`src/hdl/elevator_request_scheduler_defines.svh`:
```
// Assertion macros for the elevator request scheduler.
`ifndef ELEVATOR_REQUEST_SCHEDULER_DEFINES_SVH
`define ELEVATOR_REQUEST_SCHEDULER_DEFINES_SVH

`ifndef ASSERT_OFF
// Same-cycle implication, checked outside reset.
`define ERS_ASSERT_IMP(lbl, clk, rst_n, ante, cons) \
  lbl: assert property (@(posedge clk) disable iff (!rst_n) (ante) |-> (cons)) \
    else $error("elevator_request_scheduler assertion failed");
// Next-cycle implication, checked outside reset.
`define ERS_ASSERT_NXT(lbl, clk, rst_n, ante, cons) \
  lbl: assert property (@(posedge clk) disable iff (!rst_n) (ante) |=> (cons)) \
    else $error("elevator_request_scheduler assertion failed");
`else
`define ERS_ASSERT_IMP(lbl, clk, rst_n, ante, cons)
`define ERS_ASSERT_NXT(lbl, clk, rst_n, ante, cons)
`endif

`endif

```
`src/hdl/ers_pkg.sv`:
```
// Types, codes and helpers for the elevator request scheduler.
package ers_pkg;

  localparam int unsigned FloorW = 7;

  typedef logic [FloorW-1:0] floor_t;

  typedef enum logic [1:0] {
    DirIdle = 2'd0,
    DirUp   = 2'd1,
    DirDown = 2'd2
  } dir_e;

  localparam logic CmdRequest = 1'b0;
  localparam logic CmdTick    = 1'b1;

  // Floor count clamped to 1..max_floors.
  function automatic floor_t eff_count(input floor_t cnt, input floor_t max_floors);
    floor_t res;
    if (cnt == '0) begin
      res = floor_t'(1);
    end else if (cnt > max_floors) begin
      res = max_floors;
    end else begin
      res = cnt;
    end
    return res;
  endfunction

endpackage

```
`src/hdl/elevator_request_scheduler.sv`:
```
// Elevator request scheduler (LOOK discipline), top level.
//
//  channel  | handshake                  | payload
//  ---------+----------------------------+--------------------------------------------
//  input    | in_valid_i / in_ready_o    | command_i, floor_i
//  result   | out_valid_o / out_ready_i  | car_floor_o, travel_dir_o, doors_open_o,
//           |                            | request_rejected_o, any_pending_o
//  config   | cfg_we_i (no wait)         | cfg_wdata_i (floor_count)
//
// One item per cycle sustained while the result side does not stall.
// An item sits in the input register, then one pass of compare/mask logic over the
// pending map updates the car state and loads the result register in the same edge.
// Reset: 16 floors, nothing pending, car at floor 1, idle.
// A stalled result holds the result register; the input register still takes an item
// while it is empty, so the input side stalls only once both registers are full.
`include "elevator_request_scheduler_defines.svh"

module elevator_request_scheduler #(
  parameter int unsigned MAX_FLOORS = 64
) (
  input  logic       clk_i,
  input  logic       rst_ni,
  // configuration
  input  logic       cfg_we_i,
  input  logic [6:0] cfg_wdata_i,
  // input items
  input  logic       in_valid_i,
  output logic       in_ready_o,
  input  logic       command_i,
  input  logic [6:0] floor_i,
  // result items
  output logic       out_valid_o,
  input  logic       out_ready_i,
  output logic [6:0] car_floor_o,
  output logic [1:0] travel_dir_o,
  output logic       doors_open_o,
  output logic       request_rejected_o,
  output logic       any_pending_o
);

  localparam ers_pkg::floor_t MaxFloorsW = ers_pkg::floor_t'(MAX_FLOORS);

  // ---------------------------------------------------------------------------
  // State
  // ---------------------------------------------------------------------------
  ers_pkg::floor_t       floor_count_q;
  logic [MAX_FLOORS-1:0] pending_q, pending_d;
  ers_pkg::floor_t       position_q, position_d;
  ers_pkg::dir_e         heading_q, heading_d;

  // input register
  logic                  s1_valid_q;
  logic                  s1_cmd_q;
  ers_pkg::floor_t       s1_floor_q;

  // result register
  logic                  out_valid_q;
  ers_pkg::floor_t       res_floor_q;
  ers_pkg::dir_e         res_dir_q;
  logic                  res_doors_q, res_doors_d;
  logic                  res_rej_q, res_rej_d;
  logic                  res_any_q;

  // Handshake: the result register loads from a full input register when it is empty or being drained.
  logic adv;
  logic in_acc;
  assign adv    = s1_valid_q && (!out_valid_q || out_ready_i);
  assign in_acc = in_valid_i && in_ready_o;
  assign in_ready_o = !s1_valid_q || adv;

  // ---------------------------------------------------------------------------
  // Item processing
  // ---------------------------------------------------------------------------
  ers_pkg::floor_t       n_cur;
  ers_pkg::floor_t       pos_mv;
  logic [MAX_FLOORS-1:0] req_mask;
  logic [MAX_FLOORS-1:0] hit_mask;
  logic [MAX_FLOORS-1:0] above_mask;
  logic [MAX_FLOORS-1:0] below_mask;
  logic [MAX_FLOORS-1:0] pend_clr;
  logic                  hit;

  assign n_cur = ers_pkg::eff_count(floor_count_q, MaxFloorsW);

  // Tick: step one floor unless at the shaft end or idle.
  always_comb begin
    pos_mv = position_q;
    if (heading_q == ers_pkg::DirUp && position_q < n_cur) begin
      pos_mv = position_q + ers_pkg::floor_t'(1);
    end else if (heading_q == ers_pkg::DirDown && position_q > ers_pkg::floor_t'(1)) begin
      pos_mv = position_q - ers_pkg::floor_t'(1);
    end
  end

  // Per-floor decode; bit i is floor i+1.
  always_comb begin
    for (int i = 0; i < MAX_FLOORS; i++) begin
      req_mask[i] = (ers_pkg::floor_t'(i + 1) == s1_floor_q);
      hit_mask[i] = (ers_pkg::floor_t'(i + 1) == pos_mv);
    end
  end

  assign hit      = |(pending_q & hit_mask);
  assign pend_clr = pending_q & ~hit_mask;

  always_comb begin
    for (int i = 0; i < MAX_FLOORS; i++) begin
      above_mask[i] = pend_clr[i] && (ers_pkg::floor_t'(i + 1) > pos_mv);
      below_mask[i] = pend_clr[i] && (ers_pkg::floor_t'(i + 1) < pos_mv);
    end
  end

  always_comb begin
    pending_d   = pending_q;
    position_d  = position_q;
    heading_d   = heading_q;
    res_doors_d = 1'b0;
    res_rej_d   = 1'b0;
    if (s1_cmd_q == ers_pkg::CmdRequest) begin
      if (s1_floor_q == '0 || s1_floor_q > n_cur) begin
        res_rej_d = 1'b1;
      end else if (s1_floor_q == position_q) begin
        res_doors_d = 1'b1;
      end else begin
        pending_d = pending_q | req_mask;
        if (heading_q == ers_pkg::DirIdle) begin
          heading_d = (s1_floor_q > position_q) ? ers_pkg::DirUp : ers_pkg::DirDown;
        end
      end
    end else begin
      position_d  = pos_mv;
      pending_d   = pend_clr;
      res_doors_d = hit;
      // LOOK: keep going while something lies ahead, else turn around.
      if (pend_clr == '0) begin
        heading_d = ers_pkg::DirIdle;
      end else if (heading_q == ers_pkg::DirDown) begin
        heading_d = (|below_mask) ? ers_pkg::DirDown : ers_pkg::DirUp;
      end else begin
        heading_d = (|above_mask) ? ers_pkg::DirUp : ers_pkg::DirDown;
      end
    end
  end

  // ---------------------------------------------------------------------------
  // Register write: drop floors past the new count, clamp the car
  // ---------------------------------------------------------------------------
  ers_pkg::floor_t       n_new;
  logic [MAX_FLOORS-1:0] keep_mask;
  logic [MAX_FLOORS-1:0] pend_cfg;

  assign n_new = ers_pkg::eff_count(cfg_wdata_i, MaxFloorsW);

  always_comb begin
    for (int i = 0; i < MAX_FLOORS; i++) begin
      keep_mask[i] = (ers_pkg::floor_t'(i) < n_new);
    end
  end

  assign pend_cfg = pending_q & keep_mask;

  // ---------------------------------------------------------------------------
  // Registers
  // ---------------------------------------------------------------------------
  always_ff @(posedge clk_i or negedge rst_ni) begin
    if (!rst_ni) begin
      floor_count_q <= ers_pkg::floor_t'(16);
      pending_q     <= '0;
      position_q    <= ers_pkg::floor_t'(1);
      heading_q     <= ers_pkg::DirIdle;
      s1_valid_q    <= 1'b0;
      out_valid_q   <= 1'b0;
    end else begin
      if (cfg_we_i) begin
        // the user must write only while no item is in flight; the block itself does not enforce it
        floor_count_q <= cfg_wdata_i;
        pending_q     <= pend_cfg;
        if (position_q > n_new) begin
          position_q <= n_new;
        end
        if (pend_cfg == '0) begin
          heading_q <= ers_pkg::DirIdle;
        end
      end else if (adv) begin
        pending_q  <= pending_d;
        position_q <= position_d;
        heading_q  <= heading_d;
      end

      if (in_acc) begin
        s1_valid_q <= 1'b1;
      end else if (adv) begin
        s1_valid_q <= 1'b0;
      end

      if (adv) begin
        out_valid_q <= 1'b1;
      end else if (out_ready_i) begin
        out_valid_q <= 1'b0;
      end
    end
  end

  // payload registers
  always_ff @(posedge clk_i) begin
    if (in_acc) begin
      s1_cmd_q   <= command_i;
      s1_floor_q <= floor_i;
    end
    if (adv) begin
      res_floor_q <= position_d;
      res_dir_q   <= heading_d;
      res_doors_q <= res_doors_d;
      res_rej_q   <= res_rej_d;
      res_any_q   <= |pending_d;
    end
  end

  assign out_valid_o        = out_valid_q;
  assign car_floor_o        = res_floor_q;
  assign travel_dir_o       = 2'(res_dir_q);
  assign doors_open_o       = res_doors_q;
  assign request_rejected_o = res_rej_q;
  assign any_pending_o      = res_any_q;

  // ---------------------------------------------------------------------------
  // Assertions
  // ---------------------------------------------------------------------------
  `ERS_ASSERT_IMP(a_idle_when_empty, clk_i, rst_ni, pending_q == '0, heading_q == ers_pkg::DirIdle)
  `ERS_ASSERT_IMP(a_car_in_shaft, clk_i, rst_ni, 1'b1, position_q != '0 && position_q <= n_cur)
  `ERS_ASSERT_IMP(a_doors_xor_rej, clk_i, rst_ni, out_valid_q, !(res_doors_q && res_rej_q))
  `ERS_ASSERT_NXT(a_result_follows, clk_i, rst_ni, adv, out_valid_q && res_any_q == (pending_q != '0))

endmodule
```
`config.mk`:
```
export PLATFORM = sky130hd
export DESIGN_NAME = elevator_request_scheduler
export DESIGN_NICKNAME = d
export VERILOG_FILES = /design/src/hdl/ers_pkg.sv /design/src/hdl/elevator_request_scheduler.sv
export VERILOG_INCLUDE_DIRS = /design/src /design/src/hdl
export SDC_FILE = /design/constraint.sdc
export NUM_CORES = 1
export LEC_CHECK = 0
export ABC_AREA = 1
export BUFFER_PORTS_ARGS = -buffer_cell sky130_fd_sc_hd__buf_2
export CORE_MARGIN = 2
export CORE_UTILIZATION = 33
export CTS_BUF_LIST = sky130_fd_sc_hd__clkbuf_16
export CTS_CLUSTER_SIZE = 14
export DETAILED_ROUTE_END_ITERATION = 10
export PLACE_DENSITY = 0.57
export SYNTH_ARGS = -nofsm -noshare
export SYNTH_HDL_FRONTEND = slang
export SYNTH_SLANG_ARGS = --single-unit
export TNS_END_PERCENT = 5
```
`constraint.sdc`:
```
create_clock -name clk_i -period 5.81 [get_ports clk_i]
set_input_delay 0.2905 -clock clk_i [delete_from_list [all_inputs] [get_ports clk_i]]
set_output_delay 0.2905 -clock clk_i [all_outputs]
set_load 0.05 [all_outputs]
```
==> results of run 1 <==
## timing repair
action,CTS,global route
endpoints found under the hold margin,34,0
hold buffers,1,0
endpoints found under the setup margin,0,1
resized for setup,0,1
## report_power, final
part	switching, mW	internal, mW	total [mW]
clock	0.339	0.341	0.680
sequential	0.112	0.820	0.932
combinational	2.64	0.709	3.34
## per-layer routing
layer	vias up	track usage	wire [µm]
li1	5806	-	-
met1	6233	0.470	23700
met2	866	0.503	23500
met3	173	0.0764	6430
met4	4	0.185	3410
met5	-	0	27
## stage by stage
step,utilization,power (mW),instances
4_1_cts,0.366,4.80,2147
5_1_grt,0.367,5.15,2147
2_1_floorplan,-,3.06,1708
3_3_place_gp,0.356,4.13,2130
3_5_place_dp,0.356,4.12,2130
6_report,0.367,4.96,2147
## cells in the final DEF, fill, tap and decap left out, drive strengths merged, types with 2 or more instances in the layout
master / synthesis / layout
inv: 195 / 199
o21ai: 193 / 193
ha: 30 / 30
edfxtp: 20 / 20
buf: 21 / 72
a31oi: 2 / 2
a21o: 2 / 2
o221ai: 24 / 24
a2111oi: 4 / 4
o22ai: 29 / 29
o211ai: 25 / 25
o31ai: 3 / 3
clkbuf: 31 / 9
nor4: 10 / 10
o2111ai: 4 / 4
a22oi: 11 / 11
a21boi: 5 / 5
dfstp: 2 / 2
o21a: 2 / 2
nand2: 551 / 551
nor3: 32 / 32
nand3b: 6 / 6
nand4: 34 / 34
a21oi: 41 / 41
xor2: 8 / 8
nor2: 218 / 218
a211oi: 18 / 18
dfrtp: 80 / 80
o311ai: 2 / 2
o32ai: 3 / 3
nand3: 92 / 92
clkinv: 3 / 4
## sequential cells by signal, indices dropped and copies added (netlist names)
signal and flops:
doors_open_o 1, s1_cmd_q 1, out_valid_o 1, travel_dir_o 2, position_q 7, request_rejected_o 1, s1_floor_q 7, pending_q 64
heading_q 2, floor_count_q 7, car_floor_o 7, any_pending_o 1, s1_valid_q 1
## critical path, stage by stage, from the launching register on
cell,delay [ps]
dfrtp_1,400
nor2_1,120
nand2_1,90
o31ai_1,310
nand2_1,170
ha_1,370
nand4_1,130
nand3_1,120
a31oi_4,390
nand2_2,250
nand2_1,120
nand2_2,250
inv_2,210
nand2_1,230
nor2_2,460
nand2_1,180
nand2_1,120
inv_1,70
o21ai_0,250
nand4_1,190
nor3_1,590
nand4_1,180
## cells in the mapped netlist, drive strengths merged (2+ instances only)
master,instances,area share
a2111oi,4,0.0033
a211oi,18,0.013
a21boi,5,0.0036
a21o,2,0.0014
a21oi,41,0.021
a22oi,11,0.0079
a31oi,2,0.0018
buf,21,0.013
clkbuf,31,0.011
clkinv,3,0.0011
dfrtp,80,0.19
dfstp,2,0.0050
edfxtp,20,0.057
ha,30,0.036
inv,195,0.070
nand2,551,0.21
nand3,92,0.044
nand3b,6,0.0043
nand4,34,0.020
nor2,218,0.092
nor3,32,0.016
nor4,10,0.0066
o2111ai,4,0.0033
o211ai,25,0.018
o21a,2,0.0014
o21ai,193,0.093
o221ai,24,0.020
o22ai,29,0.017
o311ai,2,0.0017
o31ai,3,0.0022
o32ai,3,0.0025
xor2,8,0.0067
## kinds of logic after synthesis
logic type | synth area share
simple gates | 0.392
fa+ha+maj | 0.0359
xor+xnor | 0.00753
buf+inv | 0.0957
compound gates | 0.214
flops | 0.254
mux | 0.000956
## area by class of cell
| type | count | area, µm² | area share |
|---|---|---|---|
| clock buffers | 9 | 225 | 0.0196 |
| multi-input cells | 1356 | 6820 | 0.592 |
| repair buffers | 73 | 483 | 0.0420 |
| flip-flops and latches | 102 | 2660 | 0.231 |
| clock inverters | 7 | 81.3 | 0.00706 |
| inverters | 198 | 746 | 0.0648 |
| well taps | 402 | 503 | 0.0437 |
## how the worst min path moves through the flow
stage                from               end  slack (ps)  cells past startpoint
2_1_floorplan      rst_ni  floor_count_q[0]          -5                      0
3_3_place_gp       rst_ni     pending_q[58]         300                      1
3_5_place_dp       rst_ni     pending_q[58]         310                      1
4_1_cts        floor_i[0]     s1_floor_q[0]          60                      1
5_1_grt        floor_i[5]     s1_floor_q[5]          60                      1
6_report       floor_i[0]     s1_floor_q[0]          70                      1
==> results.json, run 1 <==
{
  "outcome": "finished clean",
  "grt_antenna_before_repair": 6,
  "vias": 13082,
  "grt_start_max_net_pins": 55,
  "synth-async-reset-ratio": 0.804,
  "hold_viol_final": 0,
  "clkSinkCount": 102,
  "critical_path_class": "reg2reg",
  "setup.worst_path.end": "any_pending_o",
  "grt_pass1_vias": 12172,
  "antenna_cells": 0,
  "cap_violations": 0,
  "dr.pass1.iters": 7,
  "arrival_ps": 5610,
  "power.density_cell_area_mw_per_mm2": 431,
  "design_area_mm2": 0.0115,
  "cts_tree": "yes",
  "r2r-end": "any_pending_o",
  "r2r_start": "floor_count_q[3]",
  "core_mm2": 0.0314,
  "drt_wl_total_um": 57000,
  "die_area_mm2": 0.0332,
  "die_w_um": 182,
  "cts_max_path_buffers": 2,
  "wl_per_cell_um": 26.5,
  "syn_area_mm2": 0.0105,
  "synth-warning-count": 0,
  "port_buffers": 33,
  "grt_pass1_wl_um": 82500,
  "ff2ff_path_depth": 21,
  "synth_seq_area_share": 0.254,
  "r2r_slack_ps": 320,
  "grtUsageTotal": 0.343,
  "setup_viol": 0,
  "fmax_mhz": 182,
  "pre_cts_ws_ps": 243,
  "dr.first_iter.drc_count": 1932,
  "crit_path_end_kind": "flip-flop",
  "clkLatencyLatePin_ps": 400,
  "rsz0062_at_grt": "false",
  "synth-seq-cells": 102,
  "synth_fp_nets": 1758,
  "worst_pin_slew_ps": 1030,
  "post_dp_cell_area_mm2": 0.0112,
  "min_path_type": "in2reg",
  "relSlewSlack": 0.312,
  "whs_ps": 69.5,
  "postSynthCellCount": 1708,
  "timing.setup.tns_ps": 0,
  "skew_ps": 17.5,
  "final.min_clock_period_ps": 5490,
  "rows": 65,
  "grt_overflow_total": 0,
  "fillers": 3510,
  "cp_data_required_time_ps": 5940,
  "synth_edf_count": 20,
  "drive_gt1_frac": 0.0957,
  "post_cts_buffers": 0,
  "crit_start": "floor_count_q[3]",
  "path_clk_slew_ps": 80,
  "cp_max_fo": 13,
  "area_growth_pct": 9.98,
  "fin_crit_sh": 0.944,
  "root_buffer": "clkbuf_16",
  "via_per_inst": 6.09,
  "startpoint_type": "flip-flop",
  "dp_hpwl_um": 45000,
  "synthFlopType": "dfrtp_1",
  "p_leak_nw": 5.25,
  "ioPinCount": 34,
  "drc_errors": 0,
  "setup_slack_ps": 324,
  "numCtsBuffers": 9,
  "routabilityCongestion": 1.12,
  "yosysUniqueCellTypes": 54,
  "start_util": 0.333,
  "avgSynthCellArea_um2": 6.13,
  "ant_nets": 0,
  "cts_max_level": 3,
  "fp.dieH_um": 182,
  "ir_worst_vdd_uv": 302,
  "slew_violations": 0,
  "layout.nets": 1790
}
Note: power is estimated with default switching activity, not from simulation.
==> run 2, diff against run 1 <==
--- a/config.mk
+++ b/config.mk
@@ -9,11 +9,11 @@
 export ABC_AREA = 1
 export BUFFER_PORTS_ARGS = -buffer_cell sky130_fd_sc_hd__buf_2
 export CORE_MARGIN = 2
-export CORE_UTILIZATION = 33
+export CORE_UTILIZATION = 42
 export CTS_BUF_LIST = sky130_fd_sc_hd__clkbuf_16
 export CTS_CLUSTER_SIZE = 14
 export DETAILED_ROUTE_END_ITERATION = 10
-export PLACE_DENSITY = 0.57
+export PLACE_DENSITY = 0.67
 export SYNTH_ARGS = -nofsm -noshare
 export SYNTH_HDL_FRONTEND = slang
 export SYNTH_SLANG_ARGS = --single-unit
==> run 2 against run 1 <==
Against the previous run: via count up 0.57%; fmax up 0.70%; clock skew shrank 6.6 ps; cell count is 4.0% lower; first-iteration DRC count up 21%; clock power shrank 4.9%; wire length fell by 4.3%; non-clock buffer count decreased by 14; core utilization up 9.6 points; sequential cell count stayed put; cell area is 1.9% lower; largest cell class unchanged.
==> results.json, run 2 (synthesized netlist as in run 1, its figures left out) <==
{
  "die_area_mm2": 0.0262,
  "port_buffers": 33,
  "timing.setup.tns_ps": 0,
  "setup_viol": 0,
  "fmax_mhz": 184,
  "final_cell_mix": "nand2_1 (518), nor2_1 (194), inv_1 (182)",
  "rsz0062_at_grt": "false",
  "power.total_mw": 4.91,
  "final.min_clock_period_ps": 5450,
  "cp_max_fo": 13,
  "use_met3": 0.109,
  "ioPinCount": 34,
  "drive_gt1_frac": 0.0895,
  "crit_path_end_kind": "flip-flop",
  "root_buffer": "clkbuf_16",
  "grt_overflow_total": 0,
  "grt_start_max_net_pins": 52,
  "via_per_inst": 6.38,
  "grtUsageTotal": 0.414,
  "die_w_um": 162,
  "path_clk_slew_ps": 80,
  "fin_crit_sh": 0.938,
  "cts_tree": "yes",
  "cap_violations": 0,
  "skew_ps": 10.8,
  "drt_wl_total_um": 54600,
  "whs_ps": 81.8,
  "critical_path_class": "reg2reg",
  "clkLatencyLatePin_ps": 380,
  "dr.first_iter.drc_count": 2334,
  "power.density_cell_area_mw_per_mm2": 435,
  "cts_max_path_buffers": 2,
  "ir_worst_vdd_uv": 336,
  "ant_nets": 0,
  "dr.pass1.iters": 8,
  "vias": 13156,
  "grt_pass1_vias": 12059,
  "gr-usage-met1": 0.576,
  "post_cts_buffers": 0,
  "cp_data_required_time_ps": 5910,
  "relSlewSlack": 0.270,
  "grt_busiest_layer": "met1",
  "start_util": 0.429,
  "layout.nets": 1776,
  "min_path_type": "in2reg",
  "startpoint_type": "flip-flop",
  "dp_hpwl_um": 42200,
  "routabilityCongestion": 1.14,
  "area_growth_pct": 7.89,
  "numCtsBuffers": 9,
  "largest_reg_flops": 64,
  "grt_use_met2": 0.576,
  "worst_pin_slew_ps": 1090,
  "arrival_ps": 5550,
  "grt_antenna_before_repair": 2,
  "outcome": "finished clean",
  "drc_errors": 0,
  "slew_violations": 0,
  "top_register": "pending_q",
  "cts_max_level": 3,
  "fp.dieH_um": 162,
  "rows": 57,
  "grt_pass1_wl_um": 79300,
  "r2r_slack_ps": 360,
  "hold_viol_final": 0,
  "clkSinkCount": 102,
  "p_leak_nw": 5.17,
  "core_mm2": 0.0244,
  "final_common_cell": "nand2_1",
  "wl_per_cell_um": 26.5
}
[run 2: cell count changes in the layout (fill, tap and decap cells not counted), sizes merged]
cell | previous run | this run
buf | 72 | 58
diode | 0 | 7
bufinv | 1 | 0
clkinv | 4 | 5
clkinvlp | 1 | 0
inv | 199 | 200
[run 2: what timing repair did]
item / in CTS / in global routing
hold buffers: 1 / 0
endpoints found under the hold margin: 30 / 0
setup endpoints to repair: 0 / 1
gates resized for setup: 0 / 2
[run 2: routing by layer]
metal	up-vias	wire length, µm	part of all wire
met5	-	0	0
met4	0	3330	0.061
met3	169	7460	0.14
met2	1016	21600	0.40
met1	6181	22100	0.41
li1	5790	-	-
[run 2: path summary, 6_finish.rpt]
kind                             startpoint                to  depth (start not counted)
min in group asynchronous            rst_ni     pending_q[57]                          2
hold / removal                   floor_i[5]     s1_floor_q[5]                          1
setup / recovery           floor_count_q[3]     any_pending_o                         23
setup reg to reg           floor_count_q[3]     any_pending_o                         23
hold reg to reg            floor_count_q[0]  floor_count_q[0]                          2
max in group asynchronous            rst_ni  floor_count_q[5]                          3
[run 2: report_power, final]
part / switching (mW) / internal [mW] / leakage, nW / total (mW)
sequential: 0.120 / 0.820 / 1.30 / 0.940
combinational: 2.62 / 0.704 / 3.73 / 3.32
clock: 0.348 / 0.299 / 0.144 / 0.647
[run 2: final cells by class]
| type | count | area [µm²] |
|---|---|---|
| Antenna cell | 7 | 17.5 |
| Fill cell | 2695 | 13100 |
| Inverter | 198 | 746 |
| Multi-Input combinational cell | 1356 | 6820 |
| Timing Repair Buffer | 59 | 365 |
| Clock inverter | 7 | 55.1 |
| Sequential cell | 102 | 2660 |
| Tap cell | 324 | 405 |
| Clock buffer | 9 | 225 |
[run 2: through the flow]
stage / instances / util / cell area, µm² / setup slack, ps
floorplan: 1708 / - / 10500 / 2250
global placement: 2038 / 0.450 / 11000 / 292
detailed placement: 2038 / 0.450 / 11000 / 195
CTS: 2055 / 0.462 / 11300 / 198
global route: 2055 / 0.462 / 11300 / 51.8
finish: 2062 / 0.463 / 11300 / 363
[run 2: critical path, stage by stage, from the launching register on]
cell and delay, ps:
dfrtp_1 410, nor2_1 110, nand2_1 90, o31ai_1 330
nand2_1 160, ha_1 360, nand4_1 120, nand3_1 110
a31oi_4 390, nand2_2 240, nand2_1 130, nand2_2 280
inv_2 200, nand2_1 220, nor2_1 390, nand2_1 130
nand2_1 170, inv_1 110, o21ai_0 230, nand2_1 120
nor3_1 170, nand2_1 110, nor3_2 380, nand4_1 180
